## config.mk

```make
export PLATFORM = sky130hd
export DESIGN_NAME = circular_window_sum
export DESIGN_NICKNAME = d
export VERILOG_FILES = /design/src/cws_pkg.sv /design/src/cws_store.sv /design/src/cws_accum.sv /design/src/cws_seq.sv /design/src/circular_window_sum.sv
export SDC_FILE = /design/constraint.sdc
export NUM_CORES = 2
export LEC_CHECK = 0
export BUFFER_PORTS_ARGS = -buffer_cell sky130_fd_sc_hd__buf_4
export CORE_MARGIN = 2
export CORE_UTILIZATION = 64
export CTS_CLUSTER_DIAMETER = 200
export DETAILED_ROUTE_END_ITERATION = 12
export PLACE_DENSITY_LB_ADDON = 0.08
export SLEW_MARGIN = 40
export SYNTH_ARGS = -nofsm -noshare
export SYNTH_HDL_FRONTEND = slang
export SYNTH_SLANG_ARGS = --single-unit
```

## constraint.sdc

```tcl
create_clock -name i_clk -period 4.12 [get_ports i_clk]
set_input_delay 0.824 -clock i_clk [delete_from_list [all_inputs] [get_ports i_clk]]
set_output_delay 0.824 -clock i_clk [all_outputs]
set_load 0.05 [all_outputs]
```

## src/cws_pkg.sv

```systemverilog
// Shared types, constants and pointer helpers for the circular window sum block.
package cws_pkg;

    // Store depth and derived widths
    localparam int MAX_LENGTH = 64;
    localparam int ADDR_W     = $clog2(MAX_LENGTH);

    // Field widths
    localparam int SAMPLE_W = 16;
    localparam int TOTAL_W  = 22;
    localparam int WIN_W    = 7;
    localparam int LEN_W    = WIN_W - 1;

    // Most negative window code is folded onto the next value up
    localparam logic [WIN_W-1:0] WIN_MOST_NEG = {1'b1, {(WIN_W-1){1'b0}}};
    localparam logic [WIN_W-1:0] WIN_CLAMP    = WIN_MOST_NEG + WIN_W'(1);

    // Sequencer states
    typedef enum logic [2:0] {
        ST_LOAD,
        ST_START,
        ST_ACC_RD,
        ST_ACC_ADD,
        ST_EMIT,
        ST_SLIDE_RD,
        ST_SLIDE_ADD
    } t_state;

    // Accumulator controls from the sequencer
    typedef struct packed {
        logic clear;
        logic add;
        logic use_sub;
    } t_acc_ctrl;

    // Step a ring pointer forward, wrapping after the last index
    function automatic logic [ADDR_W-1:0] ptr_inc(input logic [ADDR_W-1:0] ptr,
                                                  input logic [ADDR_W-1:0] last);
        logic [ADDR_W-1:0] res;
        res = (ptr == last) ? '0 : ptr + ADDR_W'(1);
        return res;
    endfunction

    // Step a ring pointer backward, wrapping to the last index
    function automatic logic [ADDR_W-1:0] ptr_dec(input logic [ADDR_W-1:0] ptr,
                                                  input logic [ADDR_W-1:0] last);
        logic [ADDR_W-1:0] res;
        res = (ptr == '0) ? last : ptr - ADDR_W'(1);
        return res;
    endfunction

endpackage

```

## src/cws_store.sv

```systemverilog
// Sample memory: one write port, two registered read ports.
module cws_store (
    input  logic                                  i_clk,
    input  logic                                  i_wr_en,
    input  logic [cws_pkg::ADDR_W-1:0]            i_wr_addr,
    input  logic signed [cws_pkg::SAMPLE_W-1:0]   i_wr_data,
    input  logic [cws_pkg::ADDR_W-1:0]            i_rd_addr_a,
    input  logic [cws_pkg::ADDR_W-1:0]            i_rd_addr_b,
    output logic signed [cws_pkg::SAMPLE_W-1:0]   o_rd_data_a,
    output logic signed [cws_pkg::SAMPLE_W-1:0]   o_rd_data_b
);

    logic signed [cws_pkg::SAMPLE_W-1:0] r_mem [cws_pkg::MAX_LENGTH];
    logic signed [cws_pkg::SAMPLE_W-1:0] r_rd_a;
    logic signed [cws_pkg::SAMPLE_W-1:0] r_rd_b;

    // Write incoming samples
    always_ff @(posedge i_clk) begin
        if (i_wr_en) begin
            r_mem[i_wr_addr] <= i_wr_data;
        end
    end

    // Read both ports every cycle
    always_ff @(posedge i_clk) begin
        r_rd_a <= r_mem[i_rd_addr_a];
        r_rd_b <= r_mem[i_rd_addr_b];
    end

    assign o_rd_data_a = r_rd_a;
    assign o_rd_data_b = r_rd_b;

endmodule

```

## src/cws_accum.sv

```systemverilog
// Shared add/subtract unit and the running window total.
module cws_accum (
    input  logic                                  i_clk,
    input  logic                                  i_rst_n,
    input  cws_pkg::t_acc_ctrl                    i_ctrl,
    input  logic signed [cws_pkg::SAMPLE_W-1:0]   i_add_data,
    input  logic signed [cws_pkg::SAMPLE_W-1:0]   i_sub_data,
    output logic signed [cws_pkg::TOTAL_W-1:0]    o_total
);

    localparam int EXT_W = cws_pkg::TOTAL_W - cws_pkg::SAMPLE_W;

    logic signed [cws_pkg::TOTAL_W-1:0] r_total;
    logic signed [cws_pkg::TOTAL_W-1:0] n_total;
    logic signed [cws_pkg::TOTAL_W-1:0] add_ext;
    logic signed [cws_pkg::TOTAL_W-1:0] sub_ext;

    // Sign-extend operands; drop the subtrahend while accumulating
    always_comb begin
        add_ext = {{EXT_W{i_add_data[cws_pkg::SAMPLE_W-1]}}, i_add_data};
        sub_ext = i_ctrl.use_sub ? {{EXT_W{i_sub_data[cws_pkg::SAMPLE_W-1]}}, i_sub_data}
                                 : '0;
        n_total = r_total + add_ext - sub_ext;
    end

    // Hold, clear or advance the total
    always_ff @(posedge i_clk) begin
        if (!i_rst_n) begin
            r_total <= '0;
        end else if (i_ctrl.clear) begin
            r_total <= '0;
        end else if (i_ctrl.add) begin
            r_total <= n_total;
        end
    end

    assign o_total = r_total;

endmodule

```

## src/cws_seq.sv

```systemverilog
// Sequencer: loads samples, walks the first window, then slides and emits each sum.
module cws_seq (
    input  logic                                  i_clk,
    input  logic                                  i_rst_n,
    input  logic                                  i_in_valid,
    input  logic                                  i_final_sample,
    output logic                                  o_in_stall,
    input  logic signed [cws_pkg::WIN_W-1:0]      i_window,
    output logic                                  o_wr_en,
    output logic [cws_pkg::ADDR_W-1:0]            o_wr_addr,
    output logic [cws_pkg::ADDR_W-1:0]            o_rd_addr_a,
    output logic [cws_pkg::ADDR_W-1:0]            o_rd_addr_b,
    output cws_pkg::t_acc_ctrl                    o_acc_ctrl,
    output logic                                  o_out_valid,
    output logic                                  o_final_total,
    input  logic                                  i_out_stall
);

    cws_pkg::t_state r_state;
    cws_pkg::t_state n_state;

    logic [cws_pkg::ADDR_W-1:0] r_count;
    logic [cws_pkg::ADDR_W-1:0] r_last_idx;
    logic [cws_pkg::ADDR_W-1:0] r_pos;
    logic [cws_pkg::ADDR_W-1:0] r_walk;
    logic [cws_pkg::ADDR_W-1:0] r_add_ptr;
    logic [cws_pkg::ADDR_W-1:0] r_sub_ptr;
    logic [cws_pkg::LEN_W-1:0]  r_steps;
    logic                       r_neg;

    logic                       in_beat;
    logic                       out_beat;
    logic                       run_end;
    logic                       last_pos;
    logic [cws_pkg::WIN_W-1:0]  win_abs;
    logic [cws_pkg::LEN_W-1:0]  win_len;
    logic                       win_zero;

    // Handshake and run bookkeeping
    assign in_beat  = i_in_valid && !o_in_stall;
    assign out_beat = o_out_valid && !i_out_stall;
    assign run_end  = i_final_sample || (r_count == cws_pkg::ADDR_W'(cws_pkg::MAX_LENGTH - 1));
    assign last_pos = (r_pos == r_last_idx);

    // Window magnitude
    assign win_abs  = i_window[cws_pkg::WIN_W-1] ? -i_window : i_window;
    assign win_len  = win_abs[cws_pkg::LEN_W-1:0];
    assign win_zero = (i_window == '0);

    // Next state
    always_comb begin
        n_state = r_state;
        unique case (r_state)
            cws_pkg::ST_LOAD: begin
                if (in_beat && run_end) begin
                    n_state = cws_pkg::ST_START;
                end
            end
            cws_pkg::ST_START: begin
                n_state = win_zero ? cws_pkg::ST_EMIT : cws_pkg::ST_ACC_RD;
            end
            cws_pkg::ST_ACC_RD: begin
                n_state = cws_pkg::ST_ACC_ADD;
            end
            cws_pkg::ST_ACC_ADD: begin
                n_state = (r_steps == '0) ? cws_pkg::ST_EMIT : cws_pkg::ST_ACC_RD;
            end
            cws_pkg::ST_EMIT: begin
                if (out_beat) begin
                    n_state = last_pos ? cws_pkg::ST_LOAD : cws_pkg::ST_SLIDE_RD;
                end
            end
            cws_pkg::ST_SLIDE_RD: begin
                n_state = cws_pkg::ST_SLIDE_ADD;
            end
            cws_pkg::ST_SLIDE_ADD: begin
                n_state = cws_pkg::ST_EMIT;
            end
            default: begin
                n_state = cws_pkg::ST_LOAD;
            end
        endcase
    end

    // Outputs
    always_comb begin
        o_in_stall         = (r_state != cws_pkg::ST_LOAD);
        o_out_valid        = (r_state == cws_pkg::ST_EMIT);
        o_final_total      = last_pos;
        o_wr_en            = in_beat;
        o_wr_addr          = r_count;
        o_rd_addr_a        = (r_state == cws_pkg::ST_ACC_RD) ? r_walk : r_add_ptr;
        o_rd_addr_b        = r_sub_ptr;
        o_acc_ctrl.clear   = (r_state == cws_pkg::ST_START);
        o_acc_ctrl.add     = (r_state == cws_pkg::ST_ACC_ADD) ||
                             (r_state == cws_pkg::ST_SLIDE_ADD);
        o_acc_ctrl.use_sub = (r_state == cws_pkg::ST_SLIDE_ADD);
    end

    // State register
    always_ff @(posedge i_clk) begin
        if (!i_rst_n) begin
            r_state <= cws_pkg::ST_LOAD;
        end else begin
            r_state <= n_state;
        end
    end

    // Fill count
    always_ff @(posedge i_clk) begin
        if (!i_rst_n) begin
            r_count <= '0;
        end else if (in_beat) begin
            r_count <= run_end ? '0 : r_count + cws_pkg::ADDR_W'(1);
        end
    end

    // Ring pointers and step counters
    always_ff @(posedge i_clk) begin
        if (!i_rst_n) begin
            r_last_idx <= '0;
            r_pos      <= '0;
            r_walk     <= '0;
            r_add_ptr  <= '0;
            r_sub_ptr  <= '0;
            r_steps    <= '0;
            r_neg      <= 1'b0;
        end else begin
            unique case (r_state)
                cws_pkg::ST_LOAD: begin
                    if (in_beat && run_end) begin
                        r_last_idx <= r_count;
                    end
                end
                cws_pkg::ST_START: begin
                    // Positive walks forward from one, negative backward from the end
                    r_pos     <= '0;
                    r_steps   <= win_len;
                    r_neg     <= i_window[cws_pkg::WIN_W-1];
                    r_walk    <= i_window[cws_pkg::WIN_W-1] ? r_last_idx
                                                            : cws_pkg::ptr_inc('0, r_last_idx);
                    r_add_ptr <= '0;
                    r_sub_ptr <= '0;
                end
                cws_pkg::ST_ACC_RD: begin
                    r_walk  <= r_neg ? cws_pkg::ptr_dec(r_walk, r_last_idx)
                                     : cws_pkg::ptr_inc(r_walk, r_last_idx);
                    r_steps <= r_steps - cws_pkg::LEN_W'(1);
                end
                cws_pkg::ST_ACC_ADD: begin
                    // Set the slide pointers once the first window is summed
                    if (r_steps == '0) begin
                        if (r_neg) begin
                            r_add_ptr <= '0;
                            r_sub_ptr <= cws_pkg::ptr_inc(r_walk, r_last_idx);
                        end else begin
                            r_add_ptr <= r_walk;
                            r_sub_ptr <= cws_pkg::ptr_inc('0, r_last_idx);
                        end
                    end
                end
                cws_pkg::ST_EMIT: begin
                    if (out_beat && !last_pos) begin
                        r_pos <= r_pos + cws_pkg::ADDR_W'(1);
                    end
                end
                cws_pkg::ST_SLIDE_RD: begin
                    r_steps <= r_steps;
                end
                cws_pkg::ST_SLIDE_ADD: begin
                    r_add_ptr <= cws_pkg::ptr_inc(r_add_ptr, r_last_idx);
                    r_sub_ptr <= cws_pkg::ptr_inc(r_sub_ptr, r_last_idx);
                end
                default: begin
                    r_steps <= r_steps;
                end
            endcase
        end
    end

    // A result is never offered while samples are taken
    a_emit_blocks_load: assert property (@(posedge i_clk) disable iff (!i_rst_n)
        o_out_valid |-> o_in_stall)
        else $error("result offered while input open");

    // Output index stays inside the run
    a_pos_in_run: assert property (@(posedge i_clk) disable iff (!i_rst_n)
        o_out_valid |-> (r_pos <= r_last_idx))
        else $error("output index beyond run");

    // The last sum of a run reopens the input
    a_reopen_after_last: assert property (@(posedge i_clk) disable iff (!i_rst_n)
        (out_beat && o_final_total) |=> !o_in_stall)
        else $error("input not reopened after last sum");

    // A walk read always has a step left
    a_walk_steps: assert property (@(posedge i_clk) disable iff (!i_rst_n)
        (r_state == cws_pkg::ST_ACC_RD) |-> (r_steps != '0))
        else $error("walk read with no steps left");

endmodule

```

## src/circular_window_sum.sv

```systemverilog
// Top level of the circular window sum block: window register and unit wiring.
// A sample that does not end a run is taken while the input is open; the final sample is
// followed by a setup state and a walk read and add for each window step summing the
// first window, then the first sum is offered. Each further sum is offered after a slide
// read and a slide add once the previous is taken; sums come from one shared adder
// and the two-port sample memory. The input reopens the cycle after the last run sum is
// taken. Reset clears the sequencer, fill count, total and window (to 0), not the memory.
module circular_window_sum (
    input  logic                                  i_clk,
    input  logic                                  i_rst_n,
    input  logic                                  i_in_valid,
    output logic                                  o_in_stall,
    input  logic signed [cws_pkg::SAMPLE_W-1:0]   i_sample,
    input  logic                                  i_final_sample,
    output logic                                  o_out_valid,
    input  logic                                  i_out_stall,
    output logic signed [cws_pkg::TOTAL_W-1:0]    o_window_total,
    output logic                                  o_final_total,
    input  logic                                  i_cfg_valid,
    output logic                                  o_cfg_ready,
    input  logic signed [cws_pkg::WIN_W-1:0]      i_cfg_window
);

    logic signed [cws_pkg::WIN_W-1:0]    r_window;
    logic [cws_pkg::ADDR_W-1:0]          wr_addr;
    logic [cws_pkg::ADDR_W-1:0]          rd_addr_a;
    logic [cws_pkg::ADDR_W-1:0]          rd_addr_b;
    logic signed [cws_pkg::SAMPLE_W-1:0] rd_data_a;
    logic signed [cws_pkg::SAMPLE_W-1:0] rd_data_b;
    logic                                wr_en;
    cws_pkg::t_acc_ctrl                  acc_ctrl;

    assign o_cfg_ready = 1'b1;

    // Window register; fold the most negative code onto its neighbor
    always_ff @(posedge i_clk) begin
        if (!i_rst_n) begin
            r_window <= '0;
        end else if (i_cfg_valid && o_cfg_ready) begin
            r_window <= (i_cfg_window == cws_pkg::WIN_MOST_NEG) ? cws_pkg::WIN_CLAMP
                                                                : i_cfg_window;
        end
    end

    cws_seq u_seq (
        .i_clk          (i_clk),
        .i_rst_n        (i_rst_n),
        .i_in_valid     (i_in_valid),
        .i_final_sample (i_final_sample),
        .o_in_stall     (o_in_stall),
        .i_window       (r_window),
        .o_wr_en        (wr_en),
        .o_wr_addr      (wr_addr),
        .o_rd_addr_a    (rd_addr_a),
        .o_rd_addr_b    (rd_addr_b),
        .o_acc_ctrl     (acc_ctrl),
        .o_out_valid    (o_out_valid),
        .o_final_total  (o_final_total),
        .i_out_stall    (i_out_stall)
    );

    cws_store u_store (
        .i_clk       (i_clk),
        .i_wr_en     (wr_en),
        .i_wr_addr   (wr_addr),
        .i_wr_data   (i_sample),
        .i_rd_addr_a (rd_addr_a),
        .i_rd_addr_b (rd_addr_b),
        .o_rd_data_a (rd_data_a),
        .o_rd_data_b (rd_data_b)
    );

    cws_accum u_accum (
        .i_clk      (i_clk),
        .i_rst_n    (i_rst_n),
        .i_ctrl     (acc_ctrl),
        .i_add_data (rd_data_a),
        .i_sub_data (rd_data_b),
        .o_total    (o_window_total)
    );

endmodule
```

==> summary.json <==
{
  "status": {"value": "completed"},
  "power_per_cell_area": {"value": 456, "unit": "nW/um^2"},
  "worst_ep_required_time": {"value": 4.68, "unit": "ns"},
  "combPwrFrac": {"value": 0.147},
  "initial_util": {"value": 0.646},
  "cts_made_buffers": {"value": 113},
  "avg_inst_size_synth": {"value": 16.0, "unit": "sq um"},
  "drive_above_1_share": {"value": 0.236},
  "drt_wl_total": {"value": 162000, "unit": "microns"},
  "cts.htree.levels": {"value": 3},
  "setup-tns-final": {"value": 0, "unit": "ns"},
  "routed_via_density": {"value": 7.35},
  "critical_path_buf_inv_count": {"value": 3},
  "placement_rows": {"value": 106},
  "die_width": {"value": 294, "unit": "microns"},
  "clk-insertion-delay-late": {"value": 0.71, "unit": "ns"},
  "io_pins": {"value": 55},
  "layout.nets": {"value": 3590},
  "timing.critical_path.cells": {"value": "or3b_1 > a21oi_4 > buf_12 > buf_4 > mux2i_1 > o22ai_1 > o41ai_1 > buf_4 > o2111ai_1"},
  "cts_root_buf": {"value": "clkbuf_16"},
  "cts_tree": {"value": "done"},
  "route.detailed.drc": {"value": 0},
  "cp_top_family": {"value": "compound AO/OA/AOI/OAI gates"},
  "post_cts_resize_count": {"value": 0},
  "timing.critical_path.mode_cell": {"value": "buf_4"},
  "dieArea": {"value": 86700, "unit": "sq um"},
  "leading_cell_type_in_the_layout_fill_and_taps_excluded": {"value": "edfxtp_1"},
  "n_fill_cell": {"value": 5176},
  "finalMaxSlewViolations": {"value": 0},
  "number_of_distinct_library_cells_after_synthesis": {"value": 70},
  "ant_nets": {"value": 0},
  "groute.usage.overall": {"value": 0.379},
  "synth_ff_type": {"value": "edfxtp_1"},
  "synth.cell_area": {"value": 54000, "unit": "sq um"},
  "power.net_switching": {"value": 7.22, "unit": "mW"},
  "clk_pin_slew_worst_paths": {"value": 0.06, "unit": "ns"},
  "port-buffer-count": {"value": 53},
  "fp.coreArea": {"value": 83600, "unit": "sq um"},
  "grt_start_max_net_pins": {"value": 66},
  "transition_time_at_the_pin_with_the_least_slew_margin": {"value": 0.834, "unit": "ns"},
  "final_hold_viol_count": {"value": 0},
  "cts_buffer_depth": {"value": 3},
  "yosys_warnings": {"value": 0},
  "timing.critical_path.to_type": {"value": "flip-flop"},
  "post-cts-setup-buffer-count": {"value": 0},
  "worst_ir_drop_vdd": {"value": 0.000458, "unit": "V"},
  "worst_path_max_delay_cell": {"value": "dfxtp_1"},
  "routed-via-count": {"value": 34500},
  "gp_routability_congestion": {"value": 0.913},
  "overall_die_height": {"value": 294, "unit": "microns"},
  "avgRoutedWirePerCell": {"value": 34.5, "unit": "microns"},
  "slew-limit-headroom": {"value": 0.442},
  "hpwlAfterDp": {"value": 99600, "unit": "microns"},
  "mappedNetlistNets": {"value": 3463},
  "timing.final.crit_share": {"value": 0.937},
  "crit_arrival": {"value": 4.42, "unit": "ns"},
  "synth_enable_flop_cells": {"value": 1024},
  "clock-sinks": {"value": 1131},
  "setup.worst_path.start_class": {"value": "flip-flop"},
  "aggregate_global_routing_overflow": {"value": 0},
  "grt_pass1_vias": {"value": 34800},
  "maxClockFrequency": {"value": 259, "unit": "MHz"},
  "grt_pass1_wl": {"value": 233000, "unit": "microns"},
  "regArea": {"value": 32900, "unit": "sq um"},
  "power.clock.fraction": {"value": 0.382},
  "count_of_max_cap_constraint_violations": {"value": 0},
  "min_period": {"value": 3.86, "unit": "ns"},
  "holdBufCountCts": {"value": 0},
  "layout_setup_ws": {"value": 0.259, "unit": "ns"},
  "critPathMaxFanout": {"value": 24},
  "area_growth": {"value": 12.4, "unit": "%"},
  "final.setup_skew": {"value": 0.0476, "unit": "ns"},
  "ys_seq_area_frac": {"value": 0.609},
  "async_flop_share": {"value": 0},
  "most-common-layout-cells": {"value": "1,024 x edfxtp_1, 526 x mux2i_1, 336 x mux4_2"},
  "place_worst_setup_slack": {"value": 0.0663, "unit": "ns"},
  "pwr-share-seq": {"value": 0.471},
  "path_class": {"value": "flip-flop to flip-flop"},
  "dpl-instance-area": {"value": 56900, "unit": "sq um"},
  "critical_path.max_stage_delay": {"value": 0.68, "unit": "ns"},
  "drt_first_iter_violations": {"value": 4408},
  "setup_viol": {"value": 0},
  "ys_seq_elements": {"value": 1131},
  "cellInternalPower": {"value": 20.4, "unit": "mW"},
  "grt_antenna_before_repair": {"value": 13},
  "netSwitchingFraction": {"value": 0.261},
  "multi_input_area": {"value": 19900, "unit": "sq um"},
  "synth_cells": {"value": 3380},
  "holdCritPathClass": {"value": "input pin to flip-flop"},
  "grt_setup_unrepaired": {"value": "false"},
  "power_leakage": {"value": 22.9, "unit": "nW"},
  "post-route-cell-area": {"value": 60700, "unit": "sq um"},
  "firstDrtPassIters": {"value": 7}
}
[per-stage QoR]
step / hold slack, ns / total power, mW / util / instances
after global routing: 0.420 / 28.5 / 0.727 / 4681
after detailed placement: 0.469 / 17.2 / 0.681 / 4472
final: 0.421 / 27.7 / 0.727 / 4686
after global placement: 0.455 / 17.1 / 0.681 / 4472
after floorplan: 0.505 / 15.9 / - / 3380
after CTS: 0.396 / 27.6 / 0.726 / 4681
[cells by family (layout without fill, tap and decap cells)]
| group | count (synthesis) | in the layout | share of synthesized area |
|---|---|---|---|
| DFF | 1131 | 1131 | 0.609 |
| muxes | 863 | 863 | 0.238 |
| AOI/OAI and AO/OA | 498 | 498 | 0.0612 |
| and+or+nand+nor | 427 | 427 | 0.0380 |
| buffers and inverters | 345 | 566 | 0.0283 |
| xor gates and xnor gates | 61 | 61 | 0.00989 |
| adders and majority gates | 54 | 54 | 0.0154 |
| other | 1 | 6 | 0.0000694 |
[metal layers]
layer / part of all wire / track usage
met1: 0.35 / 0.497
met2: 0.47 / 0.590
met3: 0.13 / 0.101
met4: 0.059 / 0.195
met5: 0.00069 / 0
[flip-flops by register name, indices dropped and copies added, names as in the netlist]
signal,count
r_window,7
u_accum.o_total,22
u_seq.o_rd_addr_b,6
u_seq.o_wr_addr,6
u_seq.r_add_ptr,6
u_seq.r_last_idx,6
u_seq.r_neg,1
u_seq.r_pos,6
u_seq.r_state,3
u_seq.r_steps,6
u_seq.r_walk,6
u_store.o_rd_data_a,16
u_store.o_rd_data_b,16
u_store.r_mem,1024
[power groups by stage]
stage,logic [mW],clock network [mW],registers [mW]
after global placement,3.88,0,13.2
after floorplan,2.77,0,13.1
after detailed placement,3.96,0,13.2
final,4.06,10.6,13.0
after CTS,3.98,10.6,13.0
after global routing,4.41,11.1,13.0
[path summary, 6_finish.rpt]
check	end	cells past startpoint	from	slack, ns
worst max-delay path	u_store.o_rd_data_a[14]$_DFF_P_	9	u_seq.r_state[1]$_SDFFE_PN0P_	0.26
worst min-delay path	r_window[0]$_SDFFE_PN0P_	3	i_cfg_window[0]	0.42
worst max register to register	u_store.o_rd_data_a[14]$_DFF_P_	9	u_seq.r_state[1]$_SDFFE_PN0P_	0.26
worst min register to register	u_accum.o_total[8]$_SDFFE_PP0P_	2	u_accum.o_total[8]$_SDFFE_PP0P_	0.48
[Yosys cell counts, types with 24 or more instances]
cell	n	area, sq um
mux2i_1	526	5270
inv_1	100	375
o22ai_1	257	1610
buf_2	68	340
dfxtp_1	107	2140
a21oi_1	44	220
buf_1	40	150
o21ai_0	46	230
nor2b_1	24	150
xor2_1	26	228
clkbuf_1	110	413
mux4_2	336	7570
edfxtp_1	1024	30700
and3_1	25	156
ha_1	33	413
nand2_1	85	319
xnor2_1	35	307
nor2_1	137	514
o41ai_1	48	420
nand3_1	56	280
[cell type report]
type / instances / area share
clock buffer: 143 / 0.0500
inverter: 100 / 0.00618
timing repair buffer: 257 / 0.0396
sequential: 1131 / 0.542
tap: 1080 / 0.0223
antenna: 5 / 0.000206
clock inverter: 66 / 0.0128
multi-input combinational: 1904 / 0.327
[worst min-delay path, stage by stage]
cell and delay, ns:
buf_4 0.08, a31oi_1 0.03, a21oi_1 0.12
No activity file was read; power rests on OpenSTA's default activity.
